[config.mk]
export PLATFORM = sky130hd
export DESIGN_NAME = sprite_nibble_palette_line
export DESIGN_NICKNAME = d
export VERILOG_FILES = /design/src/rtl/snpl_pkg.sv /design/src/rtl/snpl_front.sv /design/src/rtl/snpl_queue.sv /design/src/rtl/snpl_back.sv /design/src/rtl/sprite_nibble_palette_line.sv
export SDC_FILE = /design/constraint.sdc
export NUM_CORES = 1
export LEC_CHECK = 0
export BUFFER_PORTS_ARGS = -buffer_cell sky130_fd_sc_hd__buf_4
export CAP_MARGIN = 20
export CELL_PAD_IN_SITES_DETAIL_PLACEMENT = 1
export CELL_PAD_IN_SITES_GLOBAL_PLACEMENT = 1
export CORE_MARGIN = 10
export CORE_UTILIZATION = 25
export CTS_BUF_LIST = sky130_fd_sc_hd__clkbuf_8 sky130_fd_sc_hd__clkbuf_16
export CTS_CLUSTER_DIAMETER = 60
export CTS_CLUSTER_SIZE = 16
export DETAILED_ROUTE_END_ITERATION = 12
export GPL_ROUTABILITY_DRIVEN = 0
export HOLD_SLACK_MARGIN = 0.1
export PLACE_DENSITY_LB_ADDON = 0.3
export SLEW_MARGIN = 10
export SYNTH_ARGS = -nofsm -noshare
export SYNTH_HDL_FRONTEND = slang
export SYNTH_SLANG_ARGS = --single-unit
[constraint.sdc]
create_clock -name clk -period 8.9 [get_ports clk]
set_clock_uncertainty 0.15 [all_clocks]
set_input_delay 1.78 -clock clk [delete_from_list [all_inputs] [get_ports clk]]
set_output_delay 1.78 -clock clk [all_outputs]
set_load 0.02 [all_outputs]
[src/rtl/snpl_pkg.sv]
// Shared types, constants and helper functions of the sprite line decoder.
// No dependencies.
package snpl_pkg;

  localparam int unsigned LINE_WIDTH_DEF  = 1024;
  localparam int unsigned QUEUE_DEPTH_DEF = 2;

  localparam int unsigned WORD_W     = 32;
  localparam int unsigned X_W        = 13;
  localparam int unsigned XS_W       = 14;
  localparam int unsigned START_X_W  = 11;
  localparam int unsigned PIX_X_W    = 10;
  localparam int unsigned COLOR_W    = 16;
  localparam int unsigned CNT_W      = 4;
  localparam int unsigned RUN_W      = 7;
  localparam int unsigned CFG_IDX_W  = 3;
  localparam int unsigned CFG_DATA_W = 64;
  localparam int unsigned PAL_W      = 4 * CFG_DATA_W;

  // Highest position; reaching it counts as beyond the line.
  localparam logic signed [XS_W-1:0] X_SAT = 14'sd4095;

  // Configuration register indexes.
  typedef enum logic [CFG_IDX_W-1:0] {
    REG_START_X   = 3'd0,
    REG_PAL_0_3   = 3'd1,
    REG_PAL_4_7   = 3'd2,
    REG_PAL_8_11  = 3'd3,
    REG_PAL_12_15 = 3'd4
  } cfg_reg_t;

  // One classified word passed from the front end to the back end.
  typedef struct packed {
    logic signed [X_W-1:0] x0;        // position of the first pixel
    logic [CNT_W-1:0]      cnt;       // pixels in this word, 0 to 8
    logic [WORD_W-1:0]     nibbles;   // pixel indices, lowest nibble first
    logic                  done_line; // word completes the end-of-line run
  } word_t;

  // Upper saturation of a position; sums here only ever grow.
  function automatic logic signed [X_W-1:0] sat_x(input logic signed [XS_W-1:0] v);
    logic signed [X_W-1:0] r;
    r = (v > X_SAT) ? X_SAT[X_W-1:0] : v[X_W-1:0];
    return r;
  endfunction

  // Palette lookup: entry k sits at bits 16k upward of the packed palette.
  function automatic logic [COLOR_W-1:0] pal_lookup(input logic [PAL_W-1:0] pal,
                                                    input logic [3:0] idx);
    logic [COLOR_W-1:0] c;
    c = pal[{idx, 4'b0000} +: COLOR_W];
    return c;
  endfunction

endpackage

[src/rtl/snpl_front.sv]
// Front end of the sprite line decoder: parses header and data words,
// tracks the run state and position, and pushes one classified word per item.
// Depends on snpl_pkg.
module snpl_front (
  input  logic                                clk,
  input  logic                                rst_n,
  input  logic signed [snpl_pkg::START_X_W-1:0] start_x,
  input  logic                                in_push,
  output logic                                in_full,
  input  logic [snpl_pkg::WORD_W-1:0]         in_stream_word,
  input  logic                                q_full,
  output logic                                q_push,
  output snpl_pkg::word_t                     q_data
);

  logic signed [snpl_pkg::X_W-1:0]  cur_x_r, cur_x_nxt;
  logic [snpl_pkg::RUN_W-1:0]       pixels_left_r, pixels_left_nxt;
  logic                             expect_header_r, expect_header_nxt;
  logic                             at_line_start_r, at_line_start_nxt;
  logic                             run_is_eol_r, run_is_eol_nxt;

  logic                             eol;
  logic [snpl_pkg::RUN_W-1:0]       run_len;
  logic [snpl_pkg::RUN_W-1:0]       skip;
  logic [snpl_pkg::CNT_W-1:0]       cnt;
  logic [snpl_pkg::RUN_W-1:0]       rem;
  logic signed [snpl_pkg::X_W-1:0]  base;
  logic signed [snpl_pkg::XS_W-1:0] base_sum;
  logic signed [snpl_pkg::XS_W-1:0] end_sum;
  logic signed [snpl_pkg::X_W-1:0]  x0;
  logic                             done_line;
  logic                             accept;

  assign in_full = q_full;
  assign accept  = in_push && !q_full;
  assign q_push  = accept;

  // Header fields.
  assign eol     = in_stream_word[0];
  assign run_len = in_stream_word[7:1];
  assign skip    = in_stream_word[15:9];

  // Classify the word: pixel count, first position, remaining run.
  always_comb begin
    if (expect_header_r) begin
      cnt = (run_len < 7'd4) ? run_len[snpl_pkg::CNT_W-1:0] : 4'd4;
    end else begin
      cnt = (pixels_left_r < 7'd8) ? pixels_left_r[snpl_pkg::CNT_W-1:0] : 4'd8;
    end
    rem = (expect_header_r ? run_len : pixels_left_r) - {3'b000, cnt};

    base     = at_line_start_r ? {{2{start_x[snpl_pkg::START_X_W-1]}}, start_x} : cur_x_r;
    base_sum = {base[snpl_pkg::X_W-1], base} + {7'b0000000, skip};
    x0       = expect_header_r ? snpl_pkg::sat_x(base_sum) : cur_x_r;
    end_sum  = {x0[snpl_pkg::X_W-1], x0} + {10'b0000000000, cnt};

    if (expect_header_r) begin
      done_line = (rem == '0) && eol;
    end else begin
      done_line = (rem == '0) && run_is_eol_r;
    end
  end

  // Next run state.
  always_comb begin
    cur_x_nxt         = cur_x_r;
    pixels_left_nxt   = pixels_left_r;
    expect_header_nxt = expect_header_r;
    at_line_start_nxt = at_line_start_r;
    run_is_eol_nxt    = run_is_eol_r;
    if (accept) begin
      cur_x_nxt         = snpl_pkg::sat_x(end_sum);
      pixels_left_nxt   = rem;
      expect_header_nxt = (rem == '0);
      if (expect_header_r) begin
        if (rem != '0) begin
          run_is_eol_nxt = eol;
        end
      end else if (rem == '0) begin
        run_is_eol_nxt = 1'b0;
      end
      if (done_line) begin
        at_line_start_nxt = 1'b1;
      end else if (expect_header_r) begin
        at_line_start_nxt = 1'b0;
      end
    end
  end

  // Classified word for the queue.
  always_comb begin
    q_data.x0        = x0;
    q_data.cnt       = cnt;
    q_data.nibbles   = expect_header_r ? {16'h0000, in_stream_word[31:16]} : in_stream_word;
    q_data.done_line = done_line;
  end

  // State registers.
  always_ff @(posedge clk) begin
    if (!rst_n) begin
      cur_x_r         <= '0;
      pixels_left_r   <= '0;
      expect_header_r <= 1'b1;
      at_line_start_r <= 1'b1;
      run_is_eol_r    <= 1'b0;
    end else begin
      cur_x_r         <= cur_x_nxt;
      pixels_left_r   <= pixels_left_nxt;
      expect_header_r <= expect_header_nxt;
      at_line_start_r <= at_line_start_nxt;
      run_is_eol_r    <= run_is_eol_nxt;
    end
  end

endmodule

[src/rtl/snpl_queue.sv]
// Short queue of classified words between the front and back ends.
// Depends on snpl_pkg.
module snpl_queue #(
  parameter int unsigned DEPTH = snpl_pkg::QUEUE_DEPTH_DEF
) (
  input  logic            clk,
  input  logic            rst_n,
  input  logic            push,
  input  snpl_pkg::word_t push_data,
  output logic            full,
  input  logic            pop,
  output logic            empty,
  output snpl_pkg::word_t head
);

  localparam int unsigned PTR_W = (DEPTH > 1) ? $clog2(DEPTH) : 1;
  localparam int unsigned CNT_W = $clog2(DEPTH + 1);

  snpl_pkg::word_t  mem_r [DEPTH];
  logic [PTR_W-1:0] wr_ptr_r, wr_ptr_nxt;
  logic [PTR_W-1:0] rd_ptr_r, rd_ptr_nxt;
  logic [CNT_W-1:0] count_r, count_nxt;
  logic             do_push, do_pop;

  assign full    = (count_r == CNT_W'(DEPTH));
  assign empty   = (count_r == '0);
  assign do_push = push && !full;
  assign do_pop  = pop && !empty;
  assign head    = mem_r[rd_ptr_r];

  // Pointer and fill count update, wrapping at the depth.
  always_comb begin
    wr_ptr_nxt = wr_ptr_r;
    rd_ptr_nxt = rd_ptr_r;
    count_nxt  = count_r;
    if (do_push) begin
      wr_ptr_nxt = (wr_ptr_r == PTR_W'(DEPTH - 1)) ? '0 : wr_ptr_r + 1'b1;
    end
    if (do_pop) begin
      rd_ptr_nxt = (rd_ptr_r == PTR_W'(DEPTH - 1)) ? '0 : rd_ptr_r + 1'b1;
    end
    if (do_push && !do_pop) begin
      count_nxt = count_r + 1'b1;
    end else if (do_pop && !do_push) begin
      count_nxt = count_r - 1'b1;
    end
  end

  always_ff @(posedge clk) begin
    if (!rst_n) begin
      wr_ptr_r <= '0;
      rd_ptr_r <= '0;
      count_r  <= '0;
    end else begin
      wr_ptr_r <= wr_ptr_nxt;
      rd_ptr_r <= rd_ptr_nxt;
      count_r  <= count_nxt;
    end
  end

  // Entry storage.
  always_ff @(posedge clk) begin
    if (do_push) begin
      mem_r[wr_ptr_r] <= push_data;
    end
  end

endmodule

[src/rtl/snpl_back.sv]
// Back end of the sprite line decoder: steps through the head word's pixels
// one per cycle into the output register while it is free or being taken.
// Depends on snpl_pkg.
module snpl_back #(
  parameter int unsigned LINE_WIDTH = snpl_pkg::LINE_WIDTH_DEF
) (
  input  logic                             clk,
  input  logic                             rst_n,
  input  logic [snpl_pkg::PAL_W-1:0]       palette,
  input  logic                             q_empty,
  input  snpl_pkg::word_t                  q_head,
  output logic                             q_pop,
  output logic                             out_empty,
  input  logic                             out_pop,
  output logic [snpl_pkg::PIX_X_W-1:0]     out_pixel_x,
  output logic [snpl_pkg::COLOR_W-1:0]     out_color,
  output logic                             out_write_enable,
  output logic                             out_last,
  output logic                             out_line_end
);

  localparam logic signed [snpl_pkg::XS_W-1:0] LW = snpl_pkg::XS_W'(LINE_WIDTH);

  logic [2:0]                       k_r, k_nxt;
  logic                             out_valid_r, out_valid_nxt;
  logic [snpl_pkg::PIX_X_W-1:0]     pixel_x_r;
  logic [snpl_pkg::COLOR_W-1:0]     color_r;
  logic                             we_r, last_r, line_end_r;

  logic                             adv;
  logic signed [snpl_pkg::XS_W-1:0] xs;
  logic                             in_line;
  logic                             last;
  logic [3:0]                       nib;

  assign out_empty        = !out_valid_r;
  assign out_pixel_x      = pixel_x_r;
  assign out_color        = color_r;
  assign out_write_enable = we_r;
  assign out_last         = last_r;
  assign out_line_end     = line_end_r;

  // A result moves into the output register when it is free or being taken.
  assign adv   = !q_empty && (!out_valid_r || out_pop);
  assign q_pop = adv && last;

  // Current pixel of the head word.
  always_comb begin
    xs      = {q_head.x0[snpl_pkg::X_W-1], q_head.x0} + {11'b00000000000, k_r};
    in_line = (q_head.cnt != '0) && (xs >= 0) && (xs < LW) && (xs < snpl_pkg::X_SAT);
    last    = (q_head.cnt == '0) || ({1'b0, k_r} == q_head.cnt - 1'b1);
    nib     = q_head.nibbles[{k_r, 2'b00} +: 4];
  end

  // Pixel counter and output valid.
  always_comb begin
    k_nxt         = k_r;
    out_valid_nxt = out_valid_r;
    if (adv) begin
      k_nxt         = last ? 3'd0 : k_r + 3'd1;
      out_valid_nxt = 1'b1;
    end else if (out_pop) begin
      out_valid_nxt = 1'b0;
    end
  end

  always_ff @(posedge clk) begin
    if (!rst_n) begin
      k_r         <= '0;
      out_valid_r <= 1'b0;
    end else begin
      k_r         <= k_nxt;
      out_valid_r <= out_valid_nxt;
    end
  end

  // Result payload; writes outside the line carry zero position and colour.
  always_ff @(posedge clk) begin
    if (adv) begin
      pixel_x_r  <= in_line ? xs[snpl_pkg::PIX_X_W-1:0] : '0;
      color_r    <= in_line ? snpl_pkg::pal_lookup(palette, nib) : '0;
      we_r       <= in_line;
      last_r     <= last;
      line_end_r <= q_head.done_line;
    end
  end

endmodule

[src/rtl/sprite_nibble_palette_line.sv]
// Top level of the 4-bit palettized sprite line decoder.
// Holds the configuration registers; depends on snpl_pkg, snpl_front,
// snpl_queue and snpl_back.
//
//   Channel  Direction  Handshake           Payload
//   in_      input      in_push / in_full   in_stream_word
//   out_     output     out_empty / out_pop out_pixel_x, out_color,
//                                           out_write_enable, out_last,
//                                           out_line_end
//   cfg_     input      cfg_valid/cfg_ready cfg_index, cfg_data
//
// The front end takes one word per cycle while the queue has room.
// The back end gives one result per cycle while its output is free or being
// taken; a word gives max(1, pixels in the word) results: one to eight.
// The first result of an item reaches the output register after the item is written into the queue.
// Reset is synchronous and active low; it empties the queue and output register.
// A stalled output holds its result; the queue then fills and raises in_full.
module sprite_nibble_palette_line #(
  parameter int unsigned LINE_WIDTH  = snpl_pkg::LINE_WIDTH_DEF,
  parameter int unsigned QUEUE_DEPTH = snpl_pkg::QUEUE_DEPTH_DEF
) (
  input  logic                               clk,
  input  logic                               rst_n,
  input  logic                               in_push,
  output logic                               in_full,
  input  logic [snpl_pkg::WORD_W-1:0]        in_stream_word,
  output logic                               out_empty,
  input  logic                               out_pop,
  output logic [snpl_pkg::PIX_X_W-1:0]       out_pixel_x,
  output logic [snpl_pkg::COLOR_W-1:0]       out_color,
  output logic                               out_write_enable,
  output logic                               out_last,
  output logic                               out_line_end,
  input  logic                               cfg_valid,
  output logic                               cfg_ready,
  input  logic [snpl_pkg::CFG_IDX_W-1:0]     cfg_index,
  input  logic [snpl_pkg::CFG_DATA_W-1:0]    cfg_data
);

  logic signed [snpl_pkg::START_X_W-1:0] start_x_r;
  logic [snpl_pkg::CFG_DATA_W-1:0]       pal_0_3_r, pal_4_7_r, pal_8_11_r, pal_12_15_r;

  logic            q_push, q_full, q_pop, q_empty;
  snpl_pkg::word_t q_wdata, q_head;

  assign cfg_ready = 1'b1;

  // Configuration registers.
  always_ff @(posedge clk) begin
    if (!rst_n) begin
      start_x_r   <= '0;
      pal_0_3_r   <= '0;
      pal_4_7_r   <= '0;
      pal_8_11_r  <= '0;
      pal_12_15_r <= '0;
    end else if (cfg_valid) begin
      unique case (cfg_index)
        snpl_pkg::REG_START_X:   start_x_r   <= cfg_data[snpl_pkg::START_X_W-1:0];
        snpl_pkg::REG_PAL_0_3:   pal_0_3_r   <= cfg_data;
        snpl_pkg::REG_PAL_4_7:   pal_4_7_r   <= cfg_data;
        snpl_pkg::REG_PAL_8_11:  pal_8_11_r  <= cfg_data;
        snpl_pkg::REG_PAL_12_15: pal_12_15_r <= cfg_data;
        default: ;
      endcase
    end
  end

  snpl_front u_front (
    .clk            (clk),
    .rst_n          (rst_n),
    .start_x        (start_x_r),
    .in_push        (in_push),
    .in_full        (in_full),
    .in_stream_word (in_stream_word),
    .q_full         (q_full),
    .q_push         (q_push),
    .q_data         (q_wdata)
  );

  snpl_queue #(
    .DEPTH (QUEUE_DEPTH)
  ) u_queue (
    .clk       (clk),
    .rst_n     (rst_n),
    .push      (q_push),
    .push_data (q_wdata),
    .full      (q_full),
    .pop       (q_pop),
    .empty     (q_empty),
    .head      (q_head)
  );

  snpl_back #(
    .LINE_WIDTH (LINE_WIDTH)
  ) u_back (
    .clk              (clk),
    .rst_n            (rst_n),
    .palette          ({pal_12_15_r, pal_8_11_r, pal_4_7_r, pal_0_3_r}),
    .q_empty          (q_empty),
    .q_head           (q_head),
    .q_pop            (q_pop),
    .out_empty        (out_empty),
    .out_pop          (out_pop),
    .out_pixel_x      (out_pixel_x),
    .out_color        (out_color),
    .out_write_enable (out_write_enable),
    .out_last         (out_last),
    .out_line_end     (out_line_end)
  );

endmodule

==> metrics.md <==
| Metric | Value |
|---|---|
| Post-synth ARST share | `0` |
| Main synth FF type | `dfxtp_1` |
| Max-Cap Viols | `0` |
| Final hold violations | `0` |
| Drt wl/cell | `21.4 µm` |
| Max Fanout on Critical Path | `13` |
| CP top delay family | `compound AO/OA/AOI/OAI gates` |
| Largest family of logic cells by synthesized area | `simple AND/OR/NAND/NOR gates` |
| Syn Nets | `2,414` |
| Num rows | `103` |
| Hold Path Class | `reg2reg` |
| Cts repair resizes | `0` |
| CP Cell Sequence | `buf_4, ha_1, inv_1, fa_1, nor2b_1, o31ai_1, a21oi_1, o311ai_1, buf_4, o22a_1, ha_1, inv_1, fa_1, inv_1, a21o_1, a21oi_1, mux2_2, o41ai_4, o221a_2` |
| Input/output buffers | `134` |
| GRT Util Overall | `0.153` |
| Total wire length | `73.1 mm` |
| Yosys warning count | `0` |
| Cts hold-fix bufs | `0` |
| Aggregate negative setup slack | `0 ns` |
| Largest net degree at the start of global routing | `136` |
| Pwr Density | `280 mW/mm²` |
| Synth top area share | `0.297` |
| Worst stage delay on the critical path | `0.74 ns` |
| Gr ovfl total | `0` |
| Adder-cell area share of the yosys netlist | `0.0170` |
| Starting Density | `0.253` |
| CTS tree | `built` |
| DR vias/cell | `4.87` |
| Critical Path Most Common Cell | `inv_1` |
| First-pass GRT wire length | `111 mm` |
| Setup crit start kind | `input pin` |
| Yosys cell types | `72` |
| Syn_area_per_cell | `8.81 µm²` |
| Least-Margin Pin Slew | `1.12 ns` |
| DRT antenna net count | `0` |
| Pre-antenna DRT Iters | `5` |
| Mapped Area | `0.0201 mm²` |
| Area grow syn2layout | `17.1%` |
| Commonest non-fill, non-tap cell in the layout | `nand2_1` |
| Die Ht | `304 µm` |
| Most frequent cells in the layout | `834 x nand2_1, 297 x dfxtp_1, 273 x a21boi_0, 155 x buf_4, 137 x nand3_1` |
| Design area | `0.0236 mm²` |
| Core Area | `0.0794 mm²` |
| Simple-gate portion of the synthesized area | `0.236` |
| Seq/Total Area, Yosys | `0.490` |
| DRC Markers | `0` |
| Crit path kind | `in2reg` |
| Area leader, netlist | `dfxtp_1` |
| Postcts setup bufs | `0` |
| Root Buffer | `clkbuf_16` |
| CP required | `9.27 ns` |
| Yosys reg bits | `428` |
| Clock Path Buffers | `3` |
| Xor-xnor portion of the synthesized cell area | `0.0131` |
| Clock transition at the registers of the reported paths | `0.06 ns` |
| CTS H-Tree Depth | `2` |
| Tmin final | `5.99 ns` |
| Clock latency on the worst-skew pair | `0.61 ns` |
| Post-DP HPWL | `48.3 mm` |
| Top cells by area, synth | `dfxtp_1 30%, edfxtp_1 19%, nand2_1 16%, a21boi_0 10%, nand3_1 3.5%` |
| Post-synthesis mux area share | `0.0490` |
| Vias | `16,654` |
| Num CTS Buffers | `46` |
| CP bufs+invs | `5` |
| Period utilization | `0.673` |
| Initial antenna violation count | `12` |
| Fmax | `167 MHz` |
| Placed Area | `0.0220 mm²` |
| Final #Nets | `2,459` |
| I/O pin cnt | `136` |
| Complex-gate fraction of the synthesized area | `0.155` |
| Setup Viol. Count Final | `0` |
| Max transition margin | `0.250` |
| DR iter-0 viols | `1,017` |
| VDD IR-drop max | `168 µV` |
| WHS | `0.309 ns` |
| P_leak | `7.90 nW` |
| Crit path capture type | `flop` |
| Post-Syn Instances | `2,285` |
| Critical-path cell with the highest stage delay | `o41ai_4` |
| Die area | `0.0922 mm²` |
| Number of flops mapped to enable cells by yosys | `129` |
| Final Max Slew Viols | `0` |
| Sink Count | `428` |
| Die X | `304 µm` |
| Vias in the first global route | `17,337` |
| RSZ-0062 raised after global routing | `no` |
| Data arrival time of the critical path | `6.36 ns` |
| Share of layout cells above drive strength 1 | `0.137` |
| Status | `completed` |
-- final timing paths --
path                            startpoint                        to  slack, ns  cells past startpoint
hold / removal    u_front.pixels_left_r[1]  u_front.pixels_left_r[1]       0.31                      2
setup / recovery         in_stream_word[9]        u_front.cur_x_r[0]       2.91                     19
hold reg to reg   u_front.pixels_left_r[1]  u_front.pixels_left_r[1]       0.31                      2
setup reg to reg   u_front.at_line_start_r        u_front.cur_x_r[0]       3.00                     19
-- cell families (layout without fill, tap and decap cells) --
group / after synthesis / count (layout)
and+or+nand+nor: 1129 / 1129
adders and majority gates: 25 / 25
xor gates and xnor gates: 30 / 30
DFF: 428 / 428
buffers and inverters: 182 / 264
AOI/OAI and AO/OA: 420 / 420
muxes: 70 / 70
other: 1 / 5
-- cells in the mapped netlist (all sizes together) (20+ instances only) --
cell type and instances:
a21boi 274, a21oi 30, buf 58, clkbuf 101
dfxtp 299, edfxtp 129, ha 21, inv 23
mux2 35, nand2 834, nand3 139, nand4 34
nor2 35, nor2b 31, o21ai 23, xnor2 20
-- per-stage QoR --
stage / utilization / instances / setup WS, ns / total power [mW]
final: 0.297 / 3421 / 2.91 / 6.59
after global routing: 0.297 / 3421 / 2.50 / 6.96
after CTS: 0.297 / 3417 / 2.62 / 6.67
after detailed placement: 0.277 / 3332 / 2.00 / 4.63
after global placement: 0.277 / 3332 / 2.21 / 4.58
after floorplan: - / 2285 / 3.10 / 3.83
-- worst reg2reg max path, delay by kind of cell (launching register included) --
family | cells | cell delay, ns
AND/OR/NAND/NOR | 1 | 0.08
multiplexers | 2 | 0.73
flip-flops | 1 | 0.82
buffers and inverters | 4 | 0.47
AO/OA/AOI/OAI | 8 | 2.57
adder cells (fa/ha/maj) | 4 | 1.02
-- layout make-up --
class | count | area [µm²]
Inverter | 23 | 86.3
Sequential cell | 428 | 9860
Antenna cell | 4 | 10.0
Clock buffer | 51 | 1230
Fill cell | 9306 | 55800
Timing Repair Buffer | 156 | 1170
Clock inverter | 34 | 357
Tap cell | 1050 | 1310
Multi-Input combinational cell | 1675 | 9540
-- flip-flops by register name, summed over array words and instances (netlist names), 2 cells and up, named ones only --
signal / count
u_back.out_pixel_x: 10
u_queue.mem_r: 100
start_x_r: 11
pal_8_11_r: 64
u_front.pixels_left_r: 7
u_back.k_r: 3
pal_0_3_r: 64
u_queue.count_r: 2
u_back.out_color: 16
pal_12_15_r: 64
u_front.cur_x_r: 13
pal_4_7_r: 64
-- routing by layer --
layer	GRT usage	share of wire	up-vias	wire [µm]
met1	0.196	0.46	8339	33300
met3	0.0320	0.048	112	3520
li1	-	-	7890	-
met4	0.0470	0.026	10	1870
met5	0	0.00086	-	63
met2	0.254	0.47	303	34400
-- where the power goes --
part           leakage (nW)  total, mW  switching, mW  internal [mW]
sequential             3.66       2.40          0.118           2.29
clock                 0.797       2.02          0.904           1.12
combinational          3.44       2.17           1.48          0.686
No activity file was read; power rests on OpenSTA's default activity.
